**src/rtl/gsmc_pkg.sv**
```systemverilog
// ----------------------------------------------------------------------------
// gsmc_pkg
// Shared types, constants and helpers for the grid set-merge maze carver.
// ----------------------------------------------------------------------------
`default_nettype none

package gsmc_pkg;

  localparam int MaxSideDef = 32;  // default grid side limit
  localparam int CoordLimit = 32;  // coordinates are 5 bits wide
  localparam int CoordW     = 5;
  localparam int SideW      = 6;   // width/height registers
  localparam int CountW     = 11;  // set count, up to 1024
  localparam int CfgIdxW    = 1;
  localparam int CfgDataW   = 6;

  localparam logic [SideW-1:0]  WidthReset  = SideW'(10);
  localparam logic [SideW-1:0]  HeightReset = SideW'(10);
  localparam logic [CountW-1:0] CountMax    = CountW'(1024);

  typedef enum logic [CfgIdxW-1:0] {
    CFG_WIDTH  = 1'b0,
    CFG_HEIGHT = 1'b1
  } cfg_reg_e;

  typedef enum logic {
    REQ_CLEAR = 1'b0,
    REQ_EDGE  = 1'b1
  } req_type_e;

  typedef enum logic [2:0] {
    ST_INIT,
    ST_IDLE,
    ST_CHECK,
    ST_WALK1,
    ST_WALK2,
    ST_SWEEP,
    ST_RESULT
  } walk_state_e;

  typedef struct packed {
    logic              req_type;
    logic [CoordW-1:0] first_x;
    logic [CoordW-1:0] first_y;
    logic [CoordW-1:0] second_x;
    logic [CoordW-1:0] second_y;
  } req_t;

  typedef struct packed {
    logic              passage_opened;
    logic              status;
    logic [CountW-1:0] sets_left;
    logic              maze_complete;
  } res_t;

  // Clamp a side register to 1 .. lim.
  function automatic logic [SideW-1:0] clamp_side(input logic [SideW-1:0] v,
                                                  input logic [SideW-1:0] lim);
    logic [SideW-1:0] r;
    r = v;
    if (v == '0) begin
      r = SideW'(1);
    end else if (v > lim) begin
      r = lim;
    end
    return r;
  endfunction

endpackage

`default_nettype wire

```
**src/rtl/gsmc_walker.sv**
```systemverilog
// ----------------------------------------------------------------------------
// gsmc_walker
// Request sequencer: root walks, union write, clear sweep and set count.
// ----------------------------------------------------------------------------
`default_nettype none

module gsmc_walker
  import gsmc_pkg::*;
#(
  parameter int MAX_SIDE = MaxSideDef
) (
  input  wire logic                                  clk_i,
  input  wire logic                                  rst_ni,
  input  wire logic                                  req_valid_i,
  output logic                                       req_ready_o,
  input  wire req_t                                  req_i,
  input  wire logic [SideW-1:0]                      width_i,
  input  wire logic [SideW-1:0]                      height_i,
  output logic                                       res_valid_o,
  input  wire logic                                  res_ready_i,
  output res_t                                       res_o,
  output logic [$clog2(MAX_SIDE*MAX_SIDE)-1:0]       mem_raddr_o,
  input  wire logic [$clog2(MAX_SIDE*MAX_SIDE)-1:0]  mem_rdata_i,
  output logic                                       mem_we_o,
  output logic [$clog2(MAX_SIDE*MAX_SIDE)-1:0]       mem_waddr_o,
  output logic [$clog2(MAX_SIDE*MAX_SIDE)-1:0]       mem_wdata_o
);

  localparam int CellCount = MAX_SIDE * MAX_SIDE;
  localparam int IdxW      = $clog2(CellCount);
  localparam int SideLim   = (MAX_SIDE < CoordLimit) ? MAX_SIDE : CoordLimit;
  localparam logic [SideW-1:0]  Lim       = SideW'(SideLim);
  localparam logic [IdxW-1:0]   LastCell  = IdxW'(CellCount - 1);
  localparam logic [CountW-1:0] CountInit =
    CountW'(32'(clamp_side(WidthReset, Lim)) * 32'(clamp_side(HeightReset, Lim)));

  walk_state_e state_q, state_d;

  req_t              req_q;
  logic [IdxW-1:0]   cur_q, cur_d;
  logic [IdxW-1:0]   root1_q, root1_d;
  logic [IdxW-1:0]   sweep_q, sweep_d;
  logic [CountW-1:0] count_q, count_d;
  logic              opened_q, opened_d;
  logic              status_q, status_d;

  logic [IdxW-1:0] idx1, idx2;
  logic            out_of_grid;
  logic            at_root;
  logic            accept;

  // cell (x,y) sits at y*MAX_SIDE+x; only used when inside the grid
  assign idx1 = IdxW'(32'(req_q.first_y) * MAX_SIDE + 32'(req_q.first_x));
  assign idx2 = IdxW'(32'(req_q.second_y) * MAX_SIDE + 32'(req_q.second_x));

  assign out_of_grid = ({1'b0, req_q.first_x}  >= width_i)  ||
                       ({1'b0, req_q.first_y}  >= height_i) ||
                       ({1'b0, req_q.second_x} >= width_i)  ||
                       ({1'b0, req_q.second_y} >= height_i);

  assign at_root = (mem_rdata_i == cur_q);
  assign accept  = req_valid_i && req_ready_o;

  // next state
  always_comb begin
    state_d = state_q;
    unique case (state_q)
      ST_INIT: begin
        if (sweep_q == LastCell) state_d = ST_IDLE;
      end
      ST_IDLE: begin
        if (req_valid_i) state_d = ST_CHECK;
      end
      ST_CHECK: begin
        if (req_q.req_type == REQ_CLEAR) begin
          state_d = ST_SWEEP;
        end else if (out_of_grid) begin
          state_d = ST_RESULT;
        end else begin
          state_d = ST_WALK1;
        end
      end
      ST_WALK1: begin
        if (at_root) state_d = ST_WALK2;
      end
      ST_WALK2: begin
        if (at_root) state_d = ST_RESULT;
      end
      ST_SWEEP: begin
        if (sweep_q == LastCell) state_d = ST_RESULT;
      end
      ST_RESULT: begin
        if (res_ready_i) state_d = ST_IDLE;
      end
      default: state_d = ST_INIT;
    endcase
  end

  // outputs
  always_comb begin
    req_ready_o = 1'b0;
    res_valid_o = 1'b0;
    mem_raddr_o = cur_q;
    mem_we_o    = 1'b0;
    mem_waddr_o = sweep_q;
    mem_wdata_o = sweep_q;
    unique case (state_q)
      ST_INIT, ST_SWEEP: begin
        mem_we_o = 1'b1;
      end
      ST_IDLE: begin
        req_ready_o = 1'b1;
      end
      ST_CHECK: begin
        mem_raddr_o = idx1;
      end
      ST_WALK1: begin
        mem_raddr_o = at_root ? idx2 : mem_rdata_i;
      end
      ST_WALK2: begin
        mem_raddr_o = mem_rdata_i;
        // second root found in another set: hang it under the first root
        if (at_root && (cur_q != root1_q)) begin
          mem_we_o    = 1'b1;
          mem_waddr_o = cur_q;
          mem_wdata_o = root1_q;
        end
      end
      ST_RESULT: begin
        res_valid_o = 1'b1;
      end
      default: ;
    endcase
  end

  // datapath next values
  always_comb begin
    cur_d    = cur_q;
    root1_d  = root1_q;
    sweep_d  = sweep_q;
    count_d  = count_q;
    opened_d = opened_q;
    status_d = status_q;
    case (state_q)
      ST_INIT, ST_SWEEP: begin
        sweep_d = (sweep_q == LastCell) ? '0 : sweep_q + IdxW'(1);
      end
      ST_CHECK: begin
        opened_d = 1'b0;
        status_d = 1'b0;
        cur_d    = idx1;
        if (req_q.req_type == REQ_CLEAR) begin
          count_d = CountW'(32'(width_i) * 32'(height_i));
        end else if (out_of_grid) begin
          status_d = 1'b1;
        end
      end
      ST_WALK1: begin
        if (at_root) begin
          root1_d = cur_q;
          cur_d   = idx2;
        end else begin
          cur_d = mem_rdata_i;
        end
      end
      ST_WALK2: begin
        if (at_root) begin
          if (cur_q != root1_q) begin
            opened_d = 1'b1;
            if (count_q != '0) count_d = count_q - CountW'(1);
          end
        end else begin
          cur_d = mem_rdata_i;
        end
      end
      default: ;
    endcase
  end

  always_ff @(posedge clk_i or negedge rst_ni) begin
    if (!rst_ni) begin
      state_q  <= ST_INIT;
      sweep_q  <= '0;
      count_q  <= CountInit;
      opened_q <= 1'b0;
      status_q <= 1'b0;
    end else begin
      state_q  <= state_d;
      sweep_q  <= sweep_d;
      count_q  <= count_d;
      opened_q <= opened_d;
      status_q <= status_d;
    end
  end

  always_ff @(posedge clk_i) begin
    cur_q   <= cur_d;
    root1_q <= root1_d;
    if (accept) begin
      req_q <= req_i;
    end
  end

  assign res_o.passage_opened = opened_q;
  assign res_o.status         = status_q;
  assign res_o.sets_left      = count_q;
  assign res_o.maze_complete  = (count_q == CountW'(1));

endmodule

`default_nettype wire

```
**config.mk**
```make
export PLATFORM = sky130hd
export DESIGN_NAME = gsmc_walker
export DESIGN_NICKNAME = d
export VERILOG_FILES = /design/src/rtl/gsmc_pkg.sv /design/src/rtl/gsmc_walker.sv
export SDC_FILE = /design/constraint.sdc
export NUM_CORES = 1
export LEC_CHECK = 0
export BUFFER_PORTS_ARGS = -buffer_cell sky130_fd_sc_hd__buf_2
export CORE_ASPECT_RATIO = 1.2
export CORE_MARGIN = 1.5
export CORE_UTILIZATION = 30
export CTS_CLUSTER_DIAMETER = 30
export DETAILED_ROUTE_END_ITERATION = 10
export SYNTH_ARGS = -nofsm -noshare
export SYNTH_HDL_FRONTEND = slang
export SYNTH_SLANG_ARGS = --single-unit
```
**constraint.sdc**
```tcl
create_clock -name clk_i -period 4.8 [get_ports clk_i]
set_input_delay 0.96 -clock clk_i [delete_from_list [all_inputs] [get_ports clk_i]]
set_output_delay 0.96 -clock clk_i [all_outputs]
set_load 0.05 [all_outputs]
```
Word level (Yosys, flattened, before mapping)
Index checks and enable logic that the tools add are counted.
- register bits after elaboration: 67
- bits in latches: 0
- bits in writable memories: 0
- memory bits (read-only): 0
- memories kept: 0
- add/subtract/negate cells: 4
- multipliers: 1
- divide/modulo/power cells: 0
- $lt $le $gt $ge: 4
- equal/unequal tests: 20
- shift-type cells: 0
- muxes and demuxes: 32
- bitwise gates (word level): 0
- reduce and logical (&&, ||, !) cells: 15
- operators by type and width (kind ; count):
    10-bit two-way mux ; 7
    10-bit case mux with 3 select lines ; 2
    11-bit two-way mux ; 4
    5-bit by 6-bit >= comparator with 1-bit output ; 4
    3-bit two-way mux ; 8
    11-bit case mux with 2 select lines ; 1
    3-bit case mux with 7 select lines ; 1
    10-bit by 5-bit adder with 10-bit output ; 2
    2-bit != test, second input constant ; 10
    11-bit by 1-bit == test with 1-bit output, second input constant ; 1
    6-bit by 6-bit multiplier with 11-bit output ; 1
    11-bit nonzero test ; 1
    11-bit by 1-bit subtractor with 11-bit output, second input constant ; 1
    10-bit by 1-bit adder with 10-bit output, second input constant ; 1
    10-bit == test ; 1
    10-bit == test, second input constant ; 1
    10-bit != test ; 1
    3-bit == test, second input constant ; 3
    1-bit two-way mux ; 7
    3-bit by 2-bit == test with 1-bit output, second input constant ; 2
    6-bit AND reduction ; 1
    5-bit AND reduction ; 1
    1-bit case mux with 2 select lines ; 2
    2-bit AND reduction ; 2
    8 further kinds ; 11

Logic depth before layout (Yosys ltp)
Gate-level depths: netlist of the first run.
- depth in word-level cells: 7
- gate-level depth with buffers: 15
- gate-level depth less buffers: 14

Least setup slack after synthesis of the first run
OpenSTA, ideal clock, no wires.
- path type: input to register
- start: input height_i[5]
- end: register count_q[9]
- library setup time: 0.123 ns
- arrival time: 4.148 ns
- data required time: 4.677 ns
- slack: 0.530 ns
- cell stages on the path: 14
- cell sequence: clkbuf_1 and2_1 fa_1 fa_1 inv_1 fa_1 inv_1 ha_1 o21ai_0 a21oi_1 o21a_1 or3_1 a31oi_1 o2bb2ai_1
- longest elaborated chain between the ends: 3
- ends and longest elaborated chain (item ; line ; text):
    start, declared ; gsmc_walker.sv:18 ; input wire logic [SideW-1:0] height_i,
    6-bit by 6-bit multiplier with 11-bit output ; gsmc_walker.sv:153 ; count_d = CountW'(32'(width_i) * 32'(height_i));
    11-bit two-way mux ; gsmc_walker.sv:152 ; if (req_q.req_type == REQ_CLEAR) begin
    11-bit case mux with 2 select lines ; gsmc_walker.sv:144 ; case (state_q)
    end signal, assigned ; gsmc_walker.sv:184 ; count_q <= CountInit;
    end signal, assigned ; gsmc_walker.sv:190 ; count_q <= count_d;
    end, declared ; gsmc_walker.sv:43 ; logic [CountW-1:0] count_q, count_d;
No other way between the ends. The select of a mux whose other input is x is not followed.
A chain may end at the register's enable or synchronous reset.

Final worst setup path of the first run
- start: input width_i[2]
- end: register count_q[9]
- longest elaborated chain between the ends: 3
- ends and longest elaborated chain (item ; line ; text):
    start, declared ; gsmc_walker.sv:17 ; input wire logic [SideW-1:0] width_i,
    6-bit by 6-bit multiplier with 11-bit output ; gsmc_walker.sv:153 ;
    11-bit two-way mux ; gsmc_walker.sv:152 ;
    11-bit case mux with 2 select lines ; gsmc_walker.sv:144 ;
No other way between the ends. The select of a mux whose other input is x is not followed.

==> impl_metrics.toml, run 1 <==
[sta]
slew_violations = 0
finalCritPeriodShare_pct = 86.31
skew_ns = 0.008690
setup_violations = 0
timing.fmax_mhz = 241.4
tightest_slew_ns = 1.061
slew_headroom_pct = 29.27
fin_ws_ns = 0.6572
finalHoldViolCount = 0
whs_ns = 0.4905
rsz0062_at_grt = "no"
fin_crit_ns = 4.143
fin_setup_tns_ns = 0

[setup_path]
r2r_end = "count_q[4]"
rrSetupSlack_ns = 1.71
max_stage_delay_ns = 0.54
reg2reg_depth = 7
worstSetupPathType = "in2reg"
worst_ep_arrival_time_ns = 4.36
worstReg2RegStart = "cur_q[0]"
endpoint = "count_q[9]"
path_cells = "buf_2 -> inv_1 -> nor2_1 -> fa_1 -> fa_1 -> inv_1 -> fa_1 -> inv_1 -> ha_1 -> o21ai_0 -> a21oi_1 -> o21a_1 -> or3_1 -> a31oi_1 -> o2bb2ai_1"
crit_path_start_kind = "input port"
startpoint = "width_i[2]"
cp-end-kind = "flop"
crit_path_max_fanout = 5
cpMaxStageDelayCell = "fa_1"
cp.required_ns = 5.02

[routing]
wire_per_inst_um = 17.26
drtPass1Iterations = 5
highest_layer = "met4"
ant_nets = 0
wirelength_um = 14020
vias = 4176
via_per_inst = 5.143
met2WireLength_um = 6943
wl_met3_um = 552
wl_met1_um = 6234
drc = 0
drt_iter0_drc = 181

[pwr]
cellLeakagePower_nw = 2.735
power_switching_share_pct = 49.66
p_int_mw = 1.921
clkPwrFrac_pct = 18.8
total_power_mw = 3.817
power_frac_seq_pct = 28.5
p_per_area_nw_per_um2 = 632.2
ir_worst_vdd_v = 0.0002673
switching_power_mw = 1.895
pwr-share-comb_pct = 52.8

[cts]
cts_root_buffer = "clkbuf_16"
cts_buffer_depth = 2
cts_resized = 0
numCtsBuffers = 9
post_cts_buffers = 0
clock-sinks = 67
cts_max_level = 3
cts_hold_buf = 0
clk_latency_ns = 0.34
cts_tree = "done"
clk_pin_slew_ns = 0.06

[placed_design]
pre_cts_slack_ns = 0.3059
numPortBuffers = 93
dpl.hpwl_um = 11220
routabilityCongestion = 0.9312
place_area_um2 = 5719
placedCellCount = 796

[finish]
design_area_um2 = 6037
final_nets = 700
final_cell_mix = "buf_2, inv_1, ha_1"
stdcell_count = 812
area_growth_pct = 19.85
nFillCells = 1734
drive_above_1_share_pct = 23.67
final_common_cell = "buf_2"
multiInputGateArea_um2 = 2900
register_area_um2 = 1886
fin_util_pct = 36.96
n_antenna_cell = 0

[yosys]
syn_nets = 608
async_flop_share_pct = 38.81
ys.flop_type = "edfxtp_1"
synth_seq_area_share_pct = 37.43
ys_warn_count = 0
synth-edff-count = 41
syn_avg_cell_area_um2 = 10.01
synthCells = 503
netlist_area_um2 = 5037
ys_ff_latch = 67
synth.distinct_cells = 52

[floorplan]
dieArea_um2 = 17580
die_h_um = 145.0
start_util_pct = 30.84
core_um2 = 16340
die_w_um = 121.3
row_count = 51
io_pins = 94

[global_routing]
antenna_found_initial = 0
grt_first_pass_wirelength_um = 22450
grt_usage_pct = 16.42
grt_pass1_vias = 4296
grt_start_max_net_pins = 27
gr-total-overflow = 0

[flow_run]
max-cap-violations = 0

[outcome]
status = "finished clean"

[min_path]
hp-class = "reg2reg"
## registers in the layout, summed over array words and instances, names as in the netlist
name and count:
cur_q 10, req_q 21, opened_q 1, count_q 11
root1_q 10, sweep_q 10, state_q 3, status_q 1
## power groups by stage
stage,logic [mW],clock network [mW],registers [mW]
6_report,2.01,0.716,1.09
5_1_grt,2.17,0.745,1.12
4_1_cts,2.02,0.726,1.09
3_5_place_dp,2.01,0,1.10
3_3_place_gp,1.99,0,1.09
2_1_floorplan,1.44,0,1.14
## how the worst min path moves through the flow
| stage | start | endpoint | slack [ns] | cells after the start |
|---|---|---|---|---|
| floorplan | opened_q | opened_q | 0.45 | 2 |
| global placement | status_q | status_q | 0.48 | 2 |
| detailed placement | status_q | status_q | 0.49 | 2 |
| CTS | status_q | status_q | 0.50 | 2 |
| global route | status_q | status_q | 0.52 | 2 |
| finish | status_q | status_q | 0.49 | 2 |
## area by class of cell
type,count,area share [%]
Clock buffer,9,3.731
Clock inverter,7,1.534
Multi-Input combinational cell,374,48.04
Sequential cell,67,31.23
Timing Repair Buffer,97,8.207
Inverter,46,2.860
Tap cell,212,4.394
## critical path, delay by kind of cell
| kind | cells | cell delay [ns] |
|---|---|---|
| fa+ha+maj | 4 | 1.92 |
| simple gates | 2 | 0.39 |
| buf+inv | 4 | 0.36 |
| compound gates | 5 | 0.72 |
## cells in the mapped netlist (2+ instances only)
master / count / area share, %
o21a_1: 4 / 0.60
fa_1: 16 / 6.4
ha_1: 42 / 10
and3_1: 8 / 0.99
nand4_1: 5 / 0.62
a211oi_1: 2 / 0.30
buf_6: 2 / 0.45
or3_1: 3 / 0.37
nor2_1: 39 / 2.9
dfstp_2: 3 / 1.6
o21ai_0: 18 / 1.8
nor3_1: 12 / 1.2
nand2b_1: 8 / 0.99
buf_2: 2 / 0.20
mux2_2: 20 / 4.5
nand4b_1: 2 / 0.35
o22a_1: 2 / 0.35
xor2_1: 11 / 1.9
o21ai_2: 2 / 0.35
xnor2_1: 21 / 3.7
edfxtp_1: 41 / 24
nor2b_1: 2 / 0.25
inv_1: 45 / 3.4
a21oi_1: 16 / 1.6
o211ai_1: 5 / 0.75
o2bb2ai_1: 3 / 0.52
a22o_1: 13 / 2.3
o22ai_1: 8 / 0.99
or2_2: 2 / 0.25
a22oi_1: 2 / 0.30
dfrtp_1: 23 / 11
buf_4: 2 / 0.30
a221o_1: 11 / 2.2
and2_1: 16 / 2.0
nand2_1: 40 / 3.0
nor4_1: 6 / 0.75
clkbuf_1: 10 / 0.75
nand3_1: 10 / 0.99
a21o_1: 13 / 1.9
## layer usage
metal / track usage (%) / vias up
li1: - / 1989
met1: 21.37 / 2052
met2: 27.15 / 118
met3: 2.201 / 17
met4: 6.882 / 0
met5: 0 / -
## logic make-up (layout without fill, tap and decap cells)
kind of cell,after synthesis,after routing,synth area share [%]
adders and majority gates,58,58,16.79
AOI/OAI and AO/OA,106,106,15.00
DFF,67,67,37.43
and+or+nand+nor,158,158,15.62
muxes,20,20,4.471
xor gates and xnor gates,32,32,5.564
buffers and inverters,62,159,5.117
Note: power is estimated with default switching activity, not from simulation.
==> run 2: changes to the inputs <==
--- a/config.mk
+++ b/config.mk
@@ -5,6 +5,7 @@
 export SDC_FILE = /design/constraint.sdc
 export NUM_CORES = 1
 export LEC_CHECK = 0
+export ABC_AREA = 1
 export BUFFER_PORTS_ARGS = -buffer_cell sky130_fd_sc_hd__buf_2
 export CORE_ASPECT_RATIO = 1.2
 export CORE_MARGIN = 1.5
==> run 2 against run 1 <==
  * Sequential power is 44% lower
  * Routed wire length rose by 4.0%
  * Clock power decreased by 12%
  * Worst hold slack got worse by 0.0036 ns
  * Via count increased by 19%
  * Critical path depth increased by 1
  * Register-to-register slack gained 1.0 ns
  * Fmax up 7.2%
  * Critical endpoint is now count_q[7]
==> impl_metrics.toml, run 2 <==
[outcome]
status = "finished clean"

[global_routing]
gr-total-overflow = 0
grt_pass1_vias = 4935
grt_first_pass_wirelength_um = 24460
antenna_found_initial = 0
grt_start_max_net_pins = 34
grt_usage_pct = 15.74

[setup_path]
path_cells = "buf_2 -> nand2_1 -> inv_1 -> fa_1 -> fa_1 -> inv_1 -> fa_1 -> inv_1 -> ha_1 -> a21oi_1 -> nand2_1 -> or2_2 -> nand3_1 -> o21ai_0 -> nand3_1 -> nand2_1"
path_buf_inv = 4
crit_path_max_fanout = 9
max_stage_delay_ns = 0.55
cp.required_ns = 5.03
worstSetupPathType = "in2reg"
cp-end-kind = "flop"
cpMaxStageDelayCell = "fa_1"
crit_path_start_kind = "input port"
worst_ep_arrival_time_ns = 4.09
crit_family = "adder cells"

[yosys]
synth_common_cells = "nand2_1, inv_1, nand3_1, ha_1, edfxtp_1"
ys_warn_count = 0
yosys.area_share.xor_xnor_pct = 1.870
synth.distinct_cells = 39
muxShareOfSynthArea_pct = 0
synth_fa_ha_area_share_pct = 15.05
synth.most_common_cell = "nand2_1"
synth-edff-count = 41
synthSimpleGateAreaFrac_pct = 31.81
synth_area_leaders = "edfxtp_1, nand2_1, dfrtp_1"
netlist_area_um2 = 5622
yosysTopAreaCell = "edfxtp_1"
synth_compound_area_share_pct = 5.097
synth_seq_area_share_pct = 33.54
syn_nets = 874
synthCells = 769
syn_avg_cell_area_um2 = 7.310
ys.flop_type = "edfxtp_1"
async_flop_share_pct = 38.81
synth_top_cell_area_share_pct = 21.90
ys_ff_latch = 67
synth_top_family_by_area = "simple AND/OR/NAND/NOR gates"

[cts]
cts_tree = "done"
clk_latency_ns = 0.34
post_cts_buffers = 0
cts_resized = 0
cts_buffer_depth = 2
cts_max_level = 3
cts_hold_buf = 0
clk_pin_slew_ns = 0.06
cts_root_buffer = "clkbuf_16"
numCtsBuffers = 9
clock-sinks = 67

[placed_design]
routabilityCongestion = 0.8572
dpl.hpwl_um = 12000
numPortBuffers = 93

[routing]
via_per_inst = 4.554
vias = 4950
wirelength_um = 14580
drc = 0
drtPass1Iterations = 6
wire_per_inst_um = 13.41
drt_iter0_drc = 256
ant_nets = 0

[sta]
slew_headroom_pct = 23.52
skew_ns = 0.005766
finalCritPeriodShare_pct = 80.51
fin_crit_ns = 3.865
slew_violations = 0
timing.fmax_mhz = 258.8
finalHoldViolCount = 0
rsz0062_at_grt = "no"
tightest_slew_ns = 1.146
setup_violations = 0
fin_setup_tns_ns = 0

[floorplan]
dieArea_um2 = 19570
core_um2 = 18240
die_h_um = 153.0
io_pins = 94
die_w_um = 128.0
start_util_pct = 30.82
row_count = 54

[pwr]
cellLeakagePower_nw = 3.557
total_power_mw = 1.554
p_per_area_nw_per_um2 = 238.2
ir_worst_vdd_v = 0.0001417

[flow_run]
max-cap-violations = 0

[finish]
final_common_cell = "nand2_1"
regMostFlops = "req_q"
area_growth_pct = 16.02
reg_top3 = "req_q (21), count_q (11)"
drive_above_1_share_pct = 17.50
largest_register_ffs = 21
fin_util_pct = 35.75
n_antenna_cell = 0
final_cell_mix = "nand2_1, inv_1, buf_2"
final_nets = 963
nFillCells = 1998

[min_path]
hp-class = "reg2reg"
run 2: power by group:
part | internal [mW] | leakage, nW | total (mW) | switching (mW)
Clock | 0.352 | 0.126 | 0.628 | 0.276
Sequential | 0.610 | 0.701 | 0.610 | 0
Combinational | 0.127 | 2.73 | 0.316 | 0.189
Total | 1.09 | 3.56 | 1.55 | 0.465
run 2: cells by family after synthesis:
family	Yosys count
and+or+nand+nor	407
buffers and inverters	170
DFF	67
adders and majority gates	58
AOI/OAI and AO/OA	55
xor gates and xnor gates	12
run 2: through the flow:
step / hold WS [ns] / std cells / setup slack [ns] / area [µm²]
4_1_cts: 0.4895 / 1087 / 0.9445 / 6523
2_1_floorplan: 0.4502 / 769 / 0.7487 / 5622
5_1_grt: 0.5065 / 1087 / 0.6769 / 6523
3_5_place_dp: 0.4801 / 1071 / 0.5984 / 6245
6_report: 0.4868 / 1087 / 0.9353 / 6523
3_3_place_gp: 0.4715 / 1071 / 0.6270 / 6245
run 2: area by class of cell:
type                    instances  area (µm²)  area share, %
well taps                     224       280.3          4.297
clock buffers                   9       225.2          3.453
multi-input cells             532        3028          46.42
clock inverters                 7       52.55         0.8057
inverters                     154       578.1          8.862
flip-flops and latches         67        1886          28.91
repair buffers                 94       473.0          7.251
run 2: final timing paths:
check	startpoint	to	slack, ns	cells past startpoint
worst max-delay path	height_i[5]	count_q[7]	0.94	16
worst min-delay path	opened_q	opened_q	0.49	2
worst max register to register	cur_q[2]	root1_q[1]	2.73	8
worst min register to register	opened_q	opened_q	0.49	2
max in group asynchronous	rst_ni	sweep_q[3]	3.74	1
min in group asynchronous	rst_ni	count_q[3]	0.64	1
run 2: layer usage:
layer | track usage (%) | wire [µm] | part of all wire, % | vias up
li1 | - | - | - | 2593
met1 | 20.42 | 6708 | 46 | 2232
met2 | 26.63 | 7011 | 48 | 110
met3 | 2.415 | 604 | 4.1 | 15
met4 | 5.297 | 257 | 1.8 | 0
met5 | 0 | 0 | 0 | -
run 2: worst min-delay path: cells and delay by family, from the launching register on:
kind / cells / cell delay [ns]
flops: 1 / 0.35
simple gates: 2 / 0.10
